--- config.mk ---
export PLATFORM = sky130hd
export DESIGN_NAME = awfd_back
export DESIGN_NICKNAME = d
export VERILOG_FILES = /design/src/hw/rtl/awfd_pkg.sv /design/src/hw/rtl/awfd_back.sv
export SDC_FILE = /design/constraint.sdc
export NUM_CORES = 2
export LEC_CHECK = 0
export BUFFER_PORTS_ARGS = -buffer_cell sky130_fd_sc_hd__buf_2
export CORE_MARGIN = 4
export CORE_UTILIZATION = 45
export DETAILED_ROUTE_END_ITERATION = 7
export PLACE_DENSITY_LB_ADDON = 0.15
export SLEW_MARGIN = 10
export SYNTH_ARGS = -nofsm -noshare
export SYNTH_HDL_FRONTEND = slang
export SYNTH_SLANG_ARGS = --single-unit
--- constraint.sdc ---
create_clock -name i_clk -period 19.09 [get_ports i_clk]
set_input_delay 0.9545 -clock i_clk [delete_from_list [all_inputs] [get_ports i_clk]]
set_output_delay 0.9545 -clock i_clk [all_outputs]
set_load 0.005 [all_outputs]
--- src/hw/rtl/awfd_pkg.sv ---
// Shared types and constants of the acoustic wave stencil core.
// Item structs, configuration register indexes and the saturation helper.
// No dependencies.
package awfd_pkg;

    localparam int STORE_ROWS = 5;
    localparam int NOPS       = 9;
    localparam int CMP_W      = 14;

    // Operand slots of one stencil job.
    localparam int OP_C   = 0;
    localparam int OP_ZM1 = 1;
    localparam int OP_ZP1 = 2;
    localparam int OP_ZM2 = 3;
    localparam int OP_ZP2 = 4;
    localparam int OP_XM1 = 5;
    localparam int OP_XP1 = 6;
    localparam int OP_XM2 = 7;
    localparam int OP_XP2 = 8;

    // Configuration register indexes.
    localparam logic [3:0] CFG_COEF_CENTER = 4'd0;
    localparam logic [3:0] CFG_COEF_Z_NEAR = 4'd1;
    localparam logic [3:0] CFG_COEF_Z_FAR  = 4'd2;
    localparam logic [3:0] CFG_COEF_X_NEAR = 4'd3;
    localparam logic [3:0] CFG_COEF_X_FAR  = 4'd4;
    localparam logic [3:0] CFG_ROWS_LENGTH = 4'd5;
    localparam logic [3:0] CFG_ROWS_COUNT  = 4'd6;
    localparam logic [3:0] CFG_BACKWARD    = 4'd7;

    typedef struct packed {
        logic               frame_start;
        logic signed [31:0] p1_sample;
        logic signed [31:0] p0_center;
        logic        [30:0] vel_sq_center;
        logic        [30:0] illum_center;
    } t_in;

    typedef struct packed {
        logic        [9:0]  center_x;
        logic        [9:0]  center_z;
        logic signed [31:0] p_next;
        logic signed [31:0] laplacian;
        logic        [30:0] illum_next;
    } t_out;

    typedef struct packed {
        logic signed [31:0] coef_center;
        logic signed [31:0] coef_z_near;
        logic signed [31:0] coef_z_far;
        logic signed [31:0] coef_x_near;
        logic signed [31:0] coef_x_far;
        logic        [10:0] rows_length;
        logic        [10:0] rows_count;
        logic               backward_mode;
    } t_cfg;

    typedef struct packed {
        logic [9:0]             center_x;
        logic [9:0]             center_z;
        logic [NOPS-1:0][31:0]  ops;
        logic signed [31:0]     p0;
        logic [30:0]            vv;
        logic [30:0]            il;
    } t_job;

    function automatic logic signed [31:0] sat32(input logic signed [63:0] v);
        logic signed [31:0] r;
        if (v > 64'sd2147483647) begin
            r = 32'sh7FFFFFFF;
        end else if (v < -64'sd2147483648) begin
            r = 32'sh80000000;
        end else begin
            r = v[31:0];
        end
        return r;
    endfunction

endpackage

--- src/hw/rtl/awfd_back.sv ---
// Back end: evaluates one stencil job with a single shared multiplier and
// holds the result in an output register. Depends on awfd_pkg.
module awfd_back (
    input  logic           i_clk,
    input  logic           i_rst_n,
    input  awfd_pkg::t_cfg i_cfg,
    input  awfd_pkg::t_job i_job,
    input  logic           i_empty,
    output logic           o_pop,
    output logic           o_out_valid,
    input  logic           i_out_stall,
    output awfd_pkg::t_out o_out_data
);
    import awfd_pkg::*;

    typedef enum logic [1:0] {S_IDLE, S_RUN, S_DONE} t_state;

    t_state              r_state;
    logic [2:0]          r_step;
    logic                r_phase;
    t_job                r_job;
    logic signed [50:0]  r_prod;
    logic signed [53:0]  r_acc;
    logic signed [31:0]  r_tmp;
    logic signed [31:0]  r_pn;
    logic signed [31:0]  r_lap;
    logic [30:0]         r_iln;
    logic                r_out_valid;
    t_out                r_out;

    logic signed [32:0]  mul_a;
    logic signed [33:0]  mul_b;
    logic signed [66:0]  mul_p;
    logic signed [53:0]  acc_sum;
    logic signed [35:0]  lap_sum;
    logic signed [51:0]  pn_sum;
    logic signed [51:0]  il_sum;

    function automatic logic signed [33:0] pair(input logic [31:0] a, input logic [31:0] b);
        return 34'($signed(a)) + 34'($signed(b));
    endfunction

    always_comb begin
        unique case (r_step)
            3'd0: begin
                mul_a = 33'(i_cfg.coef_center);
                mul_b = 34'($signed(r_job.ops[OP_C]));
            end
            3'd1: begin
                mul_a = 33'(i_cfg.coef_z_near);
                mul_b = pair(r_job.ops[OP_ZM1], r_job.ops[OP_ZP1]);
            end
            3'd2: begin
                mul_a = 33'(i_cfg.coef_z_far);
                mul_b = pair(r_job.ops[OP_ZM2], r_job.ops[OP_ZP2]);
            end
            3'd3: begin
                mul_a = 33'(i_cfg.coef_x_near);
                mul_b = pair(r_job.ops[OP_XM1], r_job.ops[OP_XP1]);
            end
            3'd4: begin
                mul_a = 33'(i_cfg.coef_x_far);
                mul_b = pair(r_job.ops[OP_XM2], r_job.ops[OP_XP2]);
            end
            3'd5: begin
                mul_a = $signed({2'b00, r_job.vv});
                mul_b = 34'(r_tmp);
            end
            default: begin
                mul_a = 33'($signed(r_job.ops[OP_C]));
                mul_b = 34'($signed(r_job.ops[OP_C]));
            end
        endcase
        mul_p   = 67'(mul_a) * 67'(mul_b);
        acc_sum = r_acc + 54'(r_prod);
        lap_sum = 36'($signed(r_job.ops[OP_ZM1])) + 36'($signed(r_job.ops[OP_ZP1]))
                + 36'($signed(r_job.ops[OP_XM1])) + 36'($signed(r_job.ops[OP_XP1]))
                - (36'($signed(r_job.ops[OP_C])) <<< 2);
        pn_sum  = (52'($signed(r_job.ops[OP_C])) <<< 1) - 52'(r_job.p0) + 52'(r_prod);
        il_sum  = $signed({21'd0, r_job.il}) + 52'(r_prod);
    end

    assign o_pop       = (r_state == S_IDLE) && !i_empty;
    assign o_out_valid = r_out_valid;
    assign o_out_data  = r_out;

    always_ff @(posedge i_clk) begin
        if (!i_rst_n) begin
            r_state     <= S_IDLE;
            r_step      <= '0;
            r_phase     <= 1'b0;
            r_out_valid <= 1'b0;
        end else begin
            // In S_DONE the output register is reloaded instead of emptied.
            if (r_out_valid && !i_out_stall && (r_state != S_DONE)) begin
                r_out_valid <= 1'b0;
            end
            unique case (r_state)
                S_IDLE: begin
                    if (!i_empty) begin
                        r_job   <= i_job;
                        r_step  <= 3'd0;
                        r_phase <= 1'b0;
                        r_state <= S_RUN;
                    end
                end
                S_RUN: begin
                    r_phase <= ~r_phase;
                    if (!r_phase) begin
                        // Arithmetic shift floors the exact product, dropping 16 fraction bits.
                        r_prod <= 51'(mul_p >>> 16);
                    end else begin
                        r_step <= r_step + 3'd1;
                        unique case (r_step)
                            3'd0: r_acc <= 54'(r_prod);
                            3'd4: r_tmp <= sat32(64'(acc_sum));
                            3'd5: begin
                                r_pn <= sat32(64'(pn_sum));
                                if (!i_cfg.backward_mode) begin
                                    r_lap   <= '0;
                                    r_iln   <= r_job.il;
                                    r_state <= S_DONE;
                                end
                            end
                            3'd6: begin
                                r_lap   <= sat32(64'(lap_sum));
                                r_iln   <= (il_sum > 52'sd2147483647) ? 31'h7FFFFFFF
                                                                      : il_sum[30:0];
                                r_state <= S_DONE;
                            end
                            default: r_acc <= acc_sum;
                        endcase
                    end
                end
                S_DONE: begin
                    if (!r_out_valid || !i_out_stall) begin
                        r_out.center_x   <= r_job.center_x;
                        r_out.center_z   <= r_job.center_z;
                        r_out.p_next     <= r_pn;
                        r_out.laplacian  <= r_lap;
                        r_out.illum_next <= r_iln;
                        r_out_valid      <= 1'b1;
                        r_state          <= S_IDLE;
                    end
                end
                default: r_state <= S_IDLE;
            endcase
        end
    end

    a_pop_only_idle: assert property (@(posedge i_clk) disable iff (!i_rst_n)
        o_pop |=> (r_state == S_RUN))
        else $error("job taken without starting evaluation");
    a_no_result_overwrite: assert property (@(posedge i_clk) disable iff (!i_rst_n)
        (r_out_valid && i_out_stall) |=> r_out_valid)
        else $error("waiting result dropped");
    a_step_range: assert property (@(posedge i_clk) disable iff (!i_rst_n)
        (r_state == S_RUN) |-> (r_step != 3'd7))
        else $error("evaluation step out of range");

endmodule

==> impl_metrics.tcl <==
set metrics [dict create \
    overflow 0 \
    synthArstFlopShare 0 \
    cpMostUsedCell "fa_1" \
    netlist_instances 8728 \
    fin_setup_tns_ns 0 \
    cp_max_fo 44 \
    drive_gt1_frac 0.118 \
    ioPinCount 706 \
    hp-start "i_job[90]" \
    routedWlPerCell_um 28.5 \
    worst_pin_slew_ns 1.38 \
    dpl_worst_slack_ns 5.44 \
    startpoint "r_job[318]" \
    yosys_register_bits 756 \
    post_cts_buffers 0 \
    setup_ws_ns 5.25 \
    grt.total_usage 0.340 \
    crit_type "flip-flop to flip-flop" \
    rsz0062_at_grt "false" \
    num_rows 160 \
    synth_fp_nets 11100 \
    min_period_ns 13.84 \
    numCtsBuffers 87 \
    portBuffers 683 \
    setup_violations 0 \
    synthTopCellsByArea "fa_1, edfxtp_1, ha_1, inv_1, nand2_1" \
    crit_family "adder cells" \
    drc 0 \
    grt_pass1_wl_um 486000 \
    max_stage_delay_ns 0.96 \
    nNetsFinal 11700 \
    clkSinkCount 756 \
    die_h_um 446 \
    fin_area_um2 96100 \
    h-tree-depth 3 \
    synth_edf_count 749 \
    timing.hold.ws_ns 0.374 \
    hold_path.class "primary input to flip-flop" \
    synth_area_per_cell_um2 9.89 \
    tritoncts "yes" \
    drtPass1Iterations 7 \
    core_area_um2 191000 \
    arrival_ns 14.29 \
    dieArea_um2 199000 \
    status "completed" \
    crit_required_ns 19.55 \
    antenna_left 0 \
    fin_crit_sh 0.725 \
    synthFlopType "edfxtp_1" \
    gp_congestion 1.02 \
    r2r-start "r_job[318]" \
    clockRootBuffer "clkbuf_16" \
    vias 69400 \
    dp_hpwl_um 275000 \
    reg2reg_slack_ns 5.25 \
    cp-end-kind "flip-flop" \
    area_delta_synth_final_pct 11.3 \
    hold_viol_final 0 \
    drt_wl_total_um 340000 \
    grt_pass1_vias 70100 \
    layout_common_cells "inv_1, fa_1, nand2_1" \
    cts-resized-gates 0 \
    antenna_found_initial 44 \
    syn_area_um2 86400 \
    vias_per_cell 5.83 \
    layout_commonest_cell "inv_1" \
    yosysWarnings 0 \
    path_clk_slew_ns 0.07 \
    die_w_um 446 \
    slew_viol_final 0 \
    synth_top_area_share 0.304 \
    post_dp_cell_area_um2 93000 \
    clock_path_buffers 3 \
    drv_cap 0 \
    fmax_ghz 0.0723 \
    ys_seq_area_frac 0.262 \
    grt_max_degree 179 \
    initial_utilization 0.453 \
    start_kind "flip-flop" \
    crit_slowest_cell "a2111oi_0" \
    critPathBufInv 7 \
    max-slew-margin-rel 0.0735 \
    postCtsHoldBufs 0 \
    drtIter0Drc 7075 \
    synth_top_area_cell "fa_1" \
    synth_cell_type_count 98 \
    fin_skew_ns 0.0641 \
    clock_latency_ns 0.76 \
]
## per-stage QoR
step                std cells   util
finish                  11900  0.504
global route            11900  0.504
CTS                     11900  0.504
detailed placement      11700  0.488
global placement        11700  0.488
floorplan                8728      -
## cells in the mapped netlist (all sizes together), types with 61 or more instances
master and number:
inv 1566, fa 1310, nand2 934, edfxtp 749
nor2 665, ha 519, a21oi 422, o21ai 362
clkbuf 316, a21o 207, xnor2 172, xor2 108
nand3 95, nor3 95, nand2b 88, and2 84
o211ai 79, nand4 68, a22oi 61
## worst reg2reg max path: cells and delay by family (launching register included)
kind,cells,cell delay (ns)
xor+xnor,1,0.14
simple gates,4,0.71
buf+inv,7,1.72
fa+ha+maj,11,6.14
flops,1,0.34
compound gates,16,4.51
## registers in the layout (all words and copies together), names as in the netlist, 3 cells and up
register and flops:
o_out_data 115, r_acc 54, r_iln 31, r_job 402
r_lap 32, r_pn 32, r_prod 51, r_step 3
r_tmp 32
## cell families after synthesis
logic type / after synthesis / synth area share
XOR/XNOR: 280 / 0.0284
flip-flops: 756 / 0.262
adder cells (fa/ha/maj): 1829 / 0.379
AO/OA/AOI/OAI: 1611 / 0.122
multiplexers: 60 / 0.00729
buffers and inverters: 1920 / 0.0840
AND/OR/NAND/NOR: 2272 / 0.117
## per-layer routing
| metal | track usage | routed length [µm] | share of wire | vias up |
|---|---|---|---|---|
| li1 | - | - | - | 29900 |
| met1 | 0.454 | 136000 | 0.40 | 35300 |
| met2 | 0.526 | 152000 | 0.45 | 3421 |
| met3 | 0.0723 | 31900 | 0.094 | 709 |
| met4 | 0.173 | 20500 | 0.060 | 12 |
| met5 | 0 | 79 | 0.00023 | - |
## worst paths after layout
kind	to	cells after the start
setup / recovery	r_prod[50]	39
hold reg to reg	o_out_data[39]	0
setup reg to reg	r_prod[50]	39
hold / removal	r_job[90]	1
## final cells by class
cell class	count	area, µm²
Fill cell	17800	94500
Multi-Input combinational cell	6052	56900
Sequential cell	756	22600
Inverter	1571	5900
Timing Repair Buffer	815	4420
Tap cell	2511	3140
Clock buffer	100	2230
Clock inverter	63	749
Antenna cell	35	87.6
Power is not shown: default switching activity piles up to over one toggle a cycle in this logic, so the estimate is an artifact.
