File: config.mk
export PLATFORM = sky130hd
export DESIGN_NAME = awfd_queue
export DESIGN_NICKNAME = d
export VERILOG_FILES = /design/src/hw/rtl/awfd_pkg.sv /design/src/hw/rtl/awfd_queue.sv
export SDC_FILE = /design/constraint.sdc
export NUM_CORES = 1
export LEC_CHECK = 0
export ABC_AREA = 1
export BUFFER_PORTS_ARGS = -buffer_cell sky130_fd_sc_hd__buf_4
export CORE_AREA = 5 5 311 313
export CTS_CLUSTER_SIZE = 20
export DETAILED_ROUTE_END_ITERATION = 8
export DIE_AREA = 0 0 316 318
export PLACE_DENSITY = 0.52
export SYNTH_ARGS = -nofsm -noshare
export SYNTH_HDL_FRONTEND = slang
export SYNTH_SLANG_ARGS = --single-unit
File: constraint.sdc
create_clock -name i_clk -period 37.9 [get_ports i_clk]
set_input_delay 7.58 -clock i_clk [delete_from_list [all_inputs] [get_ports i_clk]]
set_output_delay 7.58 -clock i_clk [all_outputs]
set_load 0.03 [all_outputs]
File: src/hw/rtl/awfd_pkg.sv
// Shared types and constants of the acoustic wave stencil core.
// Item structs, configuration register indexes and the saturation helper.
// No dependencies.
package awfd_pkg;

    localparam int STORE_ROWS = 5;
    localparam int NOPS       = 9;
    localparam int CMP_W      = 14;

    // Operand slots of one stencil job.
    localparam int OP_C   = 0;
    localparam int OP_ZM1 = 1;
    localparam int OP_ZP1 = 2;
    localparam int OP_ZM2 = 3;
    localparam int OP_ZP2 = 4;
    localparam int OP_XM1 = 5;
    localparam int OP_XP1 = 6;
    localparam int OP_XM2 = 7;
    localparam int OP_XP2 = 8;

    // Configuration register indexes.
    localparam logic [3:0] CFG_COEF_CENTER = 4'd0;
    localparam logic [3:0] CFG_COEF_Z_NEAR = 4'd1;
    localparam logic [3:0] CFG_COEF_Z_FAR  = 4'd2;
    localparam logic [3:0] CFG_COEF_X_NEAR = 4'd3;
    localparam logic [3:0] CFG_COEF_X_FAR  = 4'd4;
    localparam logic [3:0] CFG_ROWS_LENGTH = 4'd5;
    localparam logic [3:0] CFG_ROWS_COUNT  = 4'd6;
    localparam logic [3:0] CFG_BACKWARD    = 4'd7;

    typedef struct packed {
        logic               frame_start;
        logic signed [31:0] p1_sample;
        logic signed [31:0] p0_center;
        logic        [30:0] vel_sq_center;
        logic        [30:0] illum_center;
    } t_in;

    typedef struct packed {
        logic        [9:0]  center_x;
        logic        [9:0]  center_z;
        logic signed [31:0] p_next;
        logic signed [31:0] laplacian;
        logic        [30:0] illum_next;
    } t_out;

    typedef struct packed {
        logic signed [31:0] coef_center;
        logic signed [31:0] coef_z_near;
        logic signed [31:0] coef_z_far;
        logic signed [31:0] coef_x_near;
        logic signed [31:0] coef_x_far;
        logic        [10:0] rows_length;
        logic        [10:0] rows_count;
        logic               backward_mode;
    } t_cfg;

    typedef struct packed {
        logic [9:0]             center_x;
        logic [9:0]             center_z;
        logic [NOPS-1:0][31:0]  ops;
        logic signed [31:0]     p0;
        logic [30:0]            vv;
        logic [30:0]            il;
    } t_job;

    function automatic logic signed [31:0] sat32(input logic signed [63:0] v);
        logic signed [31:0] r;
        if (v > 64'sd2147483647) begin
            r = 32'sh7FFFFFFF;
        end else if (v < -64'sd2147483648) begin
            r = 32'sh80000000;
        end else begin
            r = v[31:0];
        end
        return r;
    endfunction

endpackage

File: src/hw/rtl/awfd_queue.sv
// Two-entry job queue between the stencil front end and the arithmetic back end.
// Depends on awfd_pkg for the job type.
module awfd_queue (
    input  logic           i_clk,
    input  logic           i_rst_n,
    input  logic           i_push,
    input  awfd_pkg::t_job i_data,
    input  logic           i_pop,
    output awfd_pkg::t_job o_data,
    output logic           o_full,
    output logic           o_empty
);
    import awfd_pkg::*;

    t_job       r_mem [2];
    logic       r_wp;
    logic       r_rp;
    logic [1:0] r_cnt;

    assign o_full  = (r_cnt == 2'd2);
    assign o_empty = (r_cnt == 2'd0);
    assign o_data  = r_mem[r_rp];

    always_ff @(posedge i_clk) begin
        if (i_push) begin
            r_mem[r_wp] <= i_data;
        end
    end

    always_ff @(posedge i_clk) begin
        if (!i_rst_n) begin
            r_wp  <= 1'b0;
            r_rp  <= 1'b0;
            r_cnt <= 2'd0;
        end else begin
            if (i_push) begin
                r_wp <= ~r_wp;
            end
            if (i_pop) begin
                r_rp <= ~r_rp;
            end
            r_cnt <= r_cnt + 2'(i_push) - 2'(i_pop);
        end
    end

    a_no_overflow: assert property (@(posedge i_clk) disable iff (!i_rst_n)
        !(i_push && o_full && !i_pop))
        else $error("job pushed into a full queue");
    a_no_underflow: assert property (@(posedge i_clk) disable iff (!i_rst_n)
        !(i_pop && o_empty))
        else $error("job popped from an empty queue");
    a_count_range: assert property (@(posedge i_clk) disable iff (!i_rst_n)
        r_cnt != 2'd3)
        else $error("queue count out of range");
    a_count_step: assert property (@(posedge i_clk) disable iff (!i_rst_n)
        (i_push && !i_pop) |=> (r_cnt == $past(r_cnt) + 2'd1))
        else $error("queue count did not follow a push");

endmodule

==> results of run 1 <==
worst max-delay path by stage:
stage / startpoint / endpoint / slack (ns) / cells past startpoint
6_report: register / o_data[10] / 25.43 / 5
5_1_grt: register / o_data[9] / 25.13 / 5
4_1_cts: register / o_data[117] / 25.24 / 5
3_5_place_dp: register / o_data[117] / 25.95 / 5
3_3_place_gp: register / o_data[85] / 25.99 / 5
2_1_floorplan: i_push / r_mem[0][0] / 12.31 / 2
final cells by class:
class                   instances  area, sq um  area share [%]
flip-flops and latches        809        24250           59.13
repair buffers                825         6206           15.14
multi-input cells             423         6060           14.78
clock buffers                 110         2326           5.673
well taps                    1265         1583           3.860
clock inverters                48        505.5           1.233
diodes                         17        42.54          0.1038
inverters                       7        33.78         0.08239
cell usage after synthesis:
cell and count:
a21oi_1 1, mux2_2 22, nand2_1 8, ha_1 2, buf_6 1, edfxtp_1 804
inv_1 7, nor2_1 9, dfxtp_1 5, buf_2 2, mux2_4 380, buf_8 9
nand3_1 1, buf_12 33
cell families (layout without fill, tap and decap cells):
family	Yosys count	after routing	synth area share (%)
buffers and inverters	52	990	2.708
and+or+nand+nor	18	18	0.2210
AOI/OAI and AO/OA	1	1	0.01606
other	0	17	0
muxes	402	402	19.12
adders and majority gates	2	2	0.08035
DFF	809	809	77.86
flip-flops by register name (all words and copies together), names as in the netlist, named ones only:
| signal | flops |
|---|---|
| r_mem | 804 |
| r_cnt | 2 |
| r_wp | 1 |
| r_rp | 1 |
report_power, final:
| group | internal, mW | switching [mW] | leakage, nW | total (mW) |
|---|---|---|---|---|
| Clock | 0.507 | 0.332 | 1.37 | 0.839 |
| Sequential | 1.04 | 0.0127 | 7.59 | 1.05 |
| Combinational | 0.137 | 0.171 | 7.02 | 0.307 |
tightest hold or removal path, stage by stage, from the launching register on:
cell and delay [ns]:
dfxtp_1 0.33, nor2_1 0.06, nor2_1 0.09
routing by layer:
layer  up-vias  routed length, um  global-route usage (%)
met3       111               7660                   6.239
met2       565              40560                   26.07
met4         2               2023                   4.822
met1      7549              26480                   15.03
li1       6898                  -                       -
met5         -                 13                       0
stage by stage:
stage / util, % / std cells / power, mW / area (sq um)
after floorplan: - / 1284 / 1.286 / 31140
after detailed placement: 40.55 / 3329 / 1.383 / 38130
after CTS: 43.57 / 3487 / 2.233 / 40960
final: 43.61 / 3504 / 2.198 / 41000
after global placement: 40.55 / 3329 / 1.379 / 38130
after global routing: 43.59 / 3498 / 2.283 / 40990
==> out/summary.txt, run 1 <==
Status = finished, final reports clean
Clock Sinks = 809
Per-cell routed wire length = 21.90 um
Setup TNS = 0 ns
Yosys cell types = 14
GRT Total Usage = 14.46%
Gp weighted congestion = 0.7630
Max stage delay on crit path = 0.94 ns
Register-to-register setup slack = 33.77 ns
CTS H-tree depth = 3
CTS tree = done
Area share of the largest cell type after synthesis = 77.53%
Min-delay src = r_rp
DR vias = 15125
Layout cell share with drive strength beyond 1 = 60.67%
Clk Latency, worst-skew pair = 0.62 ns
Synthesized Nets = 1692
Register area share after synthesis = 77.86%
Slowest CP cell = buf_4
DRT iter0 DRCs = 802
Overflow after GRT = 0
Count of buffer and inverter cells on the critical path = 4
Final min period = 12.47 ns
Clock Tree Buf Depth = 3
Routed vias/inst = 4.316
Largest net degree at the start of global routing = 152
Tcrit/Tclk final = 32.90%
Initial antenna violation count = 16
Die width = 316 um
Kind of critical path = register to output pin
Die H = 318 um
RSZ-0062 raised after global routing = no
CORE AREA = 94020 sq um
Normalized max-slew margin = 25.53%
Hpwl dp = 54.26 mm
Pre-CTS setup slack = 25.95 ns
Drt total wl = 76.74 mm
Vias in the first global route = 16057
Hold_buf cts = 0
Most frequent cells in the layout = buf_4, edfxtp_1, mux2_4
First drt pass iteration count = 4
Flops & latches, synth = 809
Most common cell after layout, fill and taps aside = buf_4
CP max FO = 59
Peak VDD IR = 0.04077 mV
Reg clk slew, reported paths = 0.06 ns
Count of final setup violators = 0
Clock buffer count from CTS = 87
Number of port buffers = 809
Reg-to-reg endpoint = r_mem[0][254]
Final worst slack = 25.43 ns
Crit path cell chain = buf_4 > buf_4 > buf_4 > mux2_2 > buf_4
Post-Synthesis Cells = 1284
Mapped cell area = 31140 sq um
Dominant cells by area after synthesis = edfxtp_1, mux2_4, buf_12
Worst path arrival time = 4.89 ns
Syn Area/Cell = 24.25 sq um
Yosys warns = 0
Fill cell count = 8279
WHS = 0.5221 ns
Final slew viol count = 0
DR DRC count = 0
P_leak = 15.97 nW
Critical R2R Launch = r_wp
Number of setup buffers added after CTS = 0
Max cap viols = 0
CTS resizes = 0
IO Count = 810
Final nets = 2561
Min-Delay Path Depth = 2
Clk root buf = clkbuf_16
Routed Antenna Nets = 0
Final-report hold violation count = 0
Clock skew = 0.01473 ns
CP startpoint kind = register
Req. time, crit path = 30.32 ns
HP Class = register to register
Power per cell area = 53.61 nW/um^2
Full die area = 100500 sq um
Highest Clock Rate = 80.20 MHz
# rows = 113
Layout area overhead = 31.68%
CP Capture Type = output pin
Global-route wire length before repair = 107.2 mm
CP top delay family = buffers and inverters
R2R depth = 4
Initial Util = 33.12%
Pin slew with the least headroom to its limit = 1.117 ns
Cell taking the most area after synthesis = edfxtp_1
Top cell by count, worst path = buf_4
(Power assumes the default switching activity.)
==> run 2, diff against run 1 <==
--- a/config.mk
+++ b/config.mk
@@ -5,7 +5,7 @@
 export SDC_FILE = /design/constraint.sdc
 export NUM_CORES = 1
 export LEC_CHECK = 0
-export ABC_AREA = 1
+export ABC_AREA = 0
 export BUFFER_PORTS_ARGS = -buffer_cell sky130_fd_sc_hd__buf_4
 export CORE_AREA = 5 5 311 313
 export CTS_CLUSTER_SIZE = 20
==> constraint.sdc (replaced) <==
create_clock -name i_clk -period 11.6 [get_ports i_clk]
set_input_delay 2.32 -clock i_clk [delete_from_list [all_inputs] [get_ports i_clk]]
set_output_delay 2.32 -clock i_clk [all_outputs]
set_load 0.03 [all_outputs]
==> out/summary.txt, run 2 <==
Status = finished, final reports clean
Power per cell area = 179.5 nW/um^2
Number of setup buffers added after CTS = 0
Dpl cells = 3313
Most frequent cells in the layout = buf_4, edfxtp_1, mux2_4
Design area = 41150 sq um
Mapped cell area = 31140 sq um
Die H = 318 um
GRT Total Usage = 15.09%
Synth async-reset ratio = 0%
Vias in the first global route = 16636
Routed Antenna Nets = 0
Clock Sinks = 809
Layout area overhead = 32.15%
Placed inst area = 38160 sq um
DRT iter0 DRCs = 905
Final nets = 2546
Clock Power Share = 38.1%
Initial antenna violation count = 27
Final slew viol count = 0
Fill cell count = 8269
DR vias = 15283
Hpwl dp = 56.42 mm
Peak VDD IR = 0.1262 mV
Biggest register = r_mem
Comb power frac = 15.4%
Internal power = 5.584 mW
Hold_buf cts = 0
Reg power frac = 46.5%
CORE AREA = 94020 sq um
CTS H-tree depth = 3
Worst path arrival time = 3.61 ns
Min-Delay Path Depth = 2
Pin slew with the least headroom to its limit = 1.171 ns
Gp weighted congestion = 0.8120
Cell taking the most area after synthesis = edfxtp_1
HP Class = register to register
Register area share after synthesis = 77.86%
Clk Latency, worst-skew pair = 0.64 ns
DR DRC count = 0
Reg clk slew, reported paths = 0.06 ns
Final-report hold violation count = 0
Yosys warns = 0
RSZ-0062 raised after global routing = no
Global-route wire length before repair = 110.9 mm
Die width = 316 um
Switching power = 1.800 mW
Overflow after GRT = 0
R2R depth = 3
Dominant cells by area after synthesis = edfxtp_1, mux2_4, buf_12
Top-count cell post-synth = edfxtp_1
Largest registers = r_mem (804), r_cnt (2)
Normalized max-slew margin = 21.95%
Area share of the largest cell type after synthesis = 77.53%
Commonest cells post-synth = edfxtp_1, mux2_4, buf_12
Per-cell routed wire length = 22.84 um
Synthesized Nets = 1680
Largest net degree at the start of global routing = 158
Final min period = 5.930 ns
Count of final setup violators = 0
Flops & latches, synth = 809
First drt pass iteration count = 5
Setup TNS = 0 ns
Clock Tree Buf Depth = 3
IO Count = 810
Full die area = 100500 sq um
Syn Area/Cell = 24.48 sq um
Post-Synthesis Cells = 1272
P_leak = 16.00 nW
Most common cell after layout, fill and taps aside = buf_4
Number of synthesized flops with an enable pin = 804
Number of port buffers = 809
Drt total wl = 79.87 mm
# rows = 113
Post-synth top flop = edfxtp_1
Initial Util = 33.12%
CP Capture Type = output pin
Highest Clock Rate = 168.6 MHz
CTS resizes = 0
Req. time, crit path = 9.28 ns
Layout cell share with drive strength beyond 1 = 61.12%
Max FFs per register = 804
CP max FO = 120
CP startpoint kind = register
Clock skew = 0.02011 ns
Clk root buf = clkbuf_16
Kind of critical path = register to output pin
Yosys cell types = 16
Tcrit/Tclk final = 51.12%
CTS tree = done
Post-Layout Cell Count = 3497
Sw Ratio = 24.38%
Routed vias/inst = 4.370
Max cap viols = 0
Layout Utilization = 43.77%
Clock buffer count from CTS = 88
run 2: per-layer routing:
layer | global-route usage, % | wire, um
met4 | 6.442 | 2923
met2 | 26.81 | 41730
met1 | 14.52 | 25820
met5 | 0 | 88
met3 | 7.899 | 9304
run 2: kinds of logic after synthesis:
group	share of synthesized area (%)
multiplexers	19.12
XOR/XNOR	0.1005
AND/OR/NAND/NOR	0.1727
flip-flops	77.86
AO/OA/AOI/OAI	0.02412
buffers and inverters	2.648
adder cells (fa/ha/maj)	0.08035
run 2: layout make-up:
cell class              count  area [sq um]  share of cell area (%)
flip-flops and latches    809         24250                   58.92
repair buffers            821          6238                   15.16
multi-input cells         416          6081                   14.78
clock buffers              99          2286                   5.555
well taps                1265          1583                   3.846
clock inverters            65         658.1                   1.599
diodes                     20         50.05                  0.1216
inverters                   2         7.507                 0.01824
run 2: power groups by stage:
stage | clock (mW) | combinational, mW | sequential (mW)
after global placement | 0 | 1.14 | 3.49
after global routing | 3.04 | 1.19 | 3.44
after CTS | 2.91 | 1.16 | 3.43
final | 2.82 | 1.14 | 3.43
after floorplan | 0 | 0.749 | 3.50
after detailed placement | 0 | 1.15 | 3.49
run 2: worst paths after layout:
check                 from            end  slack (ns)
setup / recovery  register      o_data[0]        5.67
hold / removal        r_rp           r_rp        0.58
setup reg to reg      r_wp  r_mem[0][345]        8.46
hold reg to reg       r_rp           r_rp        0.58
run 2: through the flow:
step | worst slack [ns] | hold slack (ns) | power, mW
6_report | 5.670 | 0.5786 | 7.385
5_1_grt | 5.490 | 0.5979 | 7.669
3_5_place_dp | 6.299 | 0.5681 | 4.647
2_1_floorplan | 2.831 | 0.5546 | 4.248
3_3_place_gp | 6.321 | 0.5737 | 4.631
4_1_cts | 5.610 | 0.5819 | 7.497
run 2: critical path, cell delays in order (launching register included):
cell and delay, ns:
dfxtp_4 0.55, buf_12 0.67, buf_4 0.90, mux2_2 0.43, buf_4 0.17
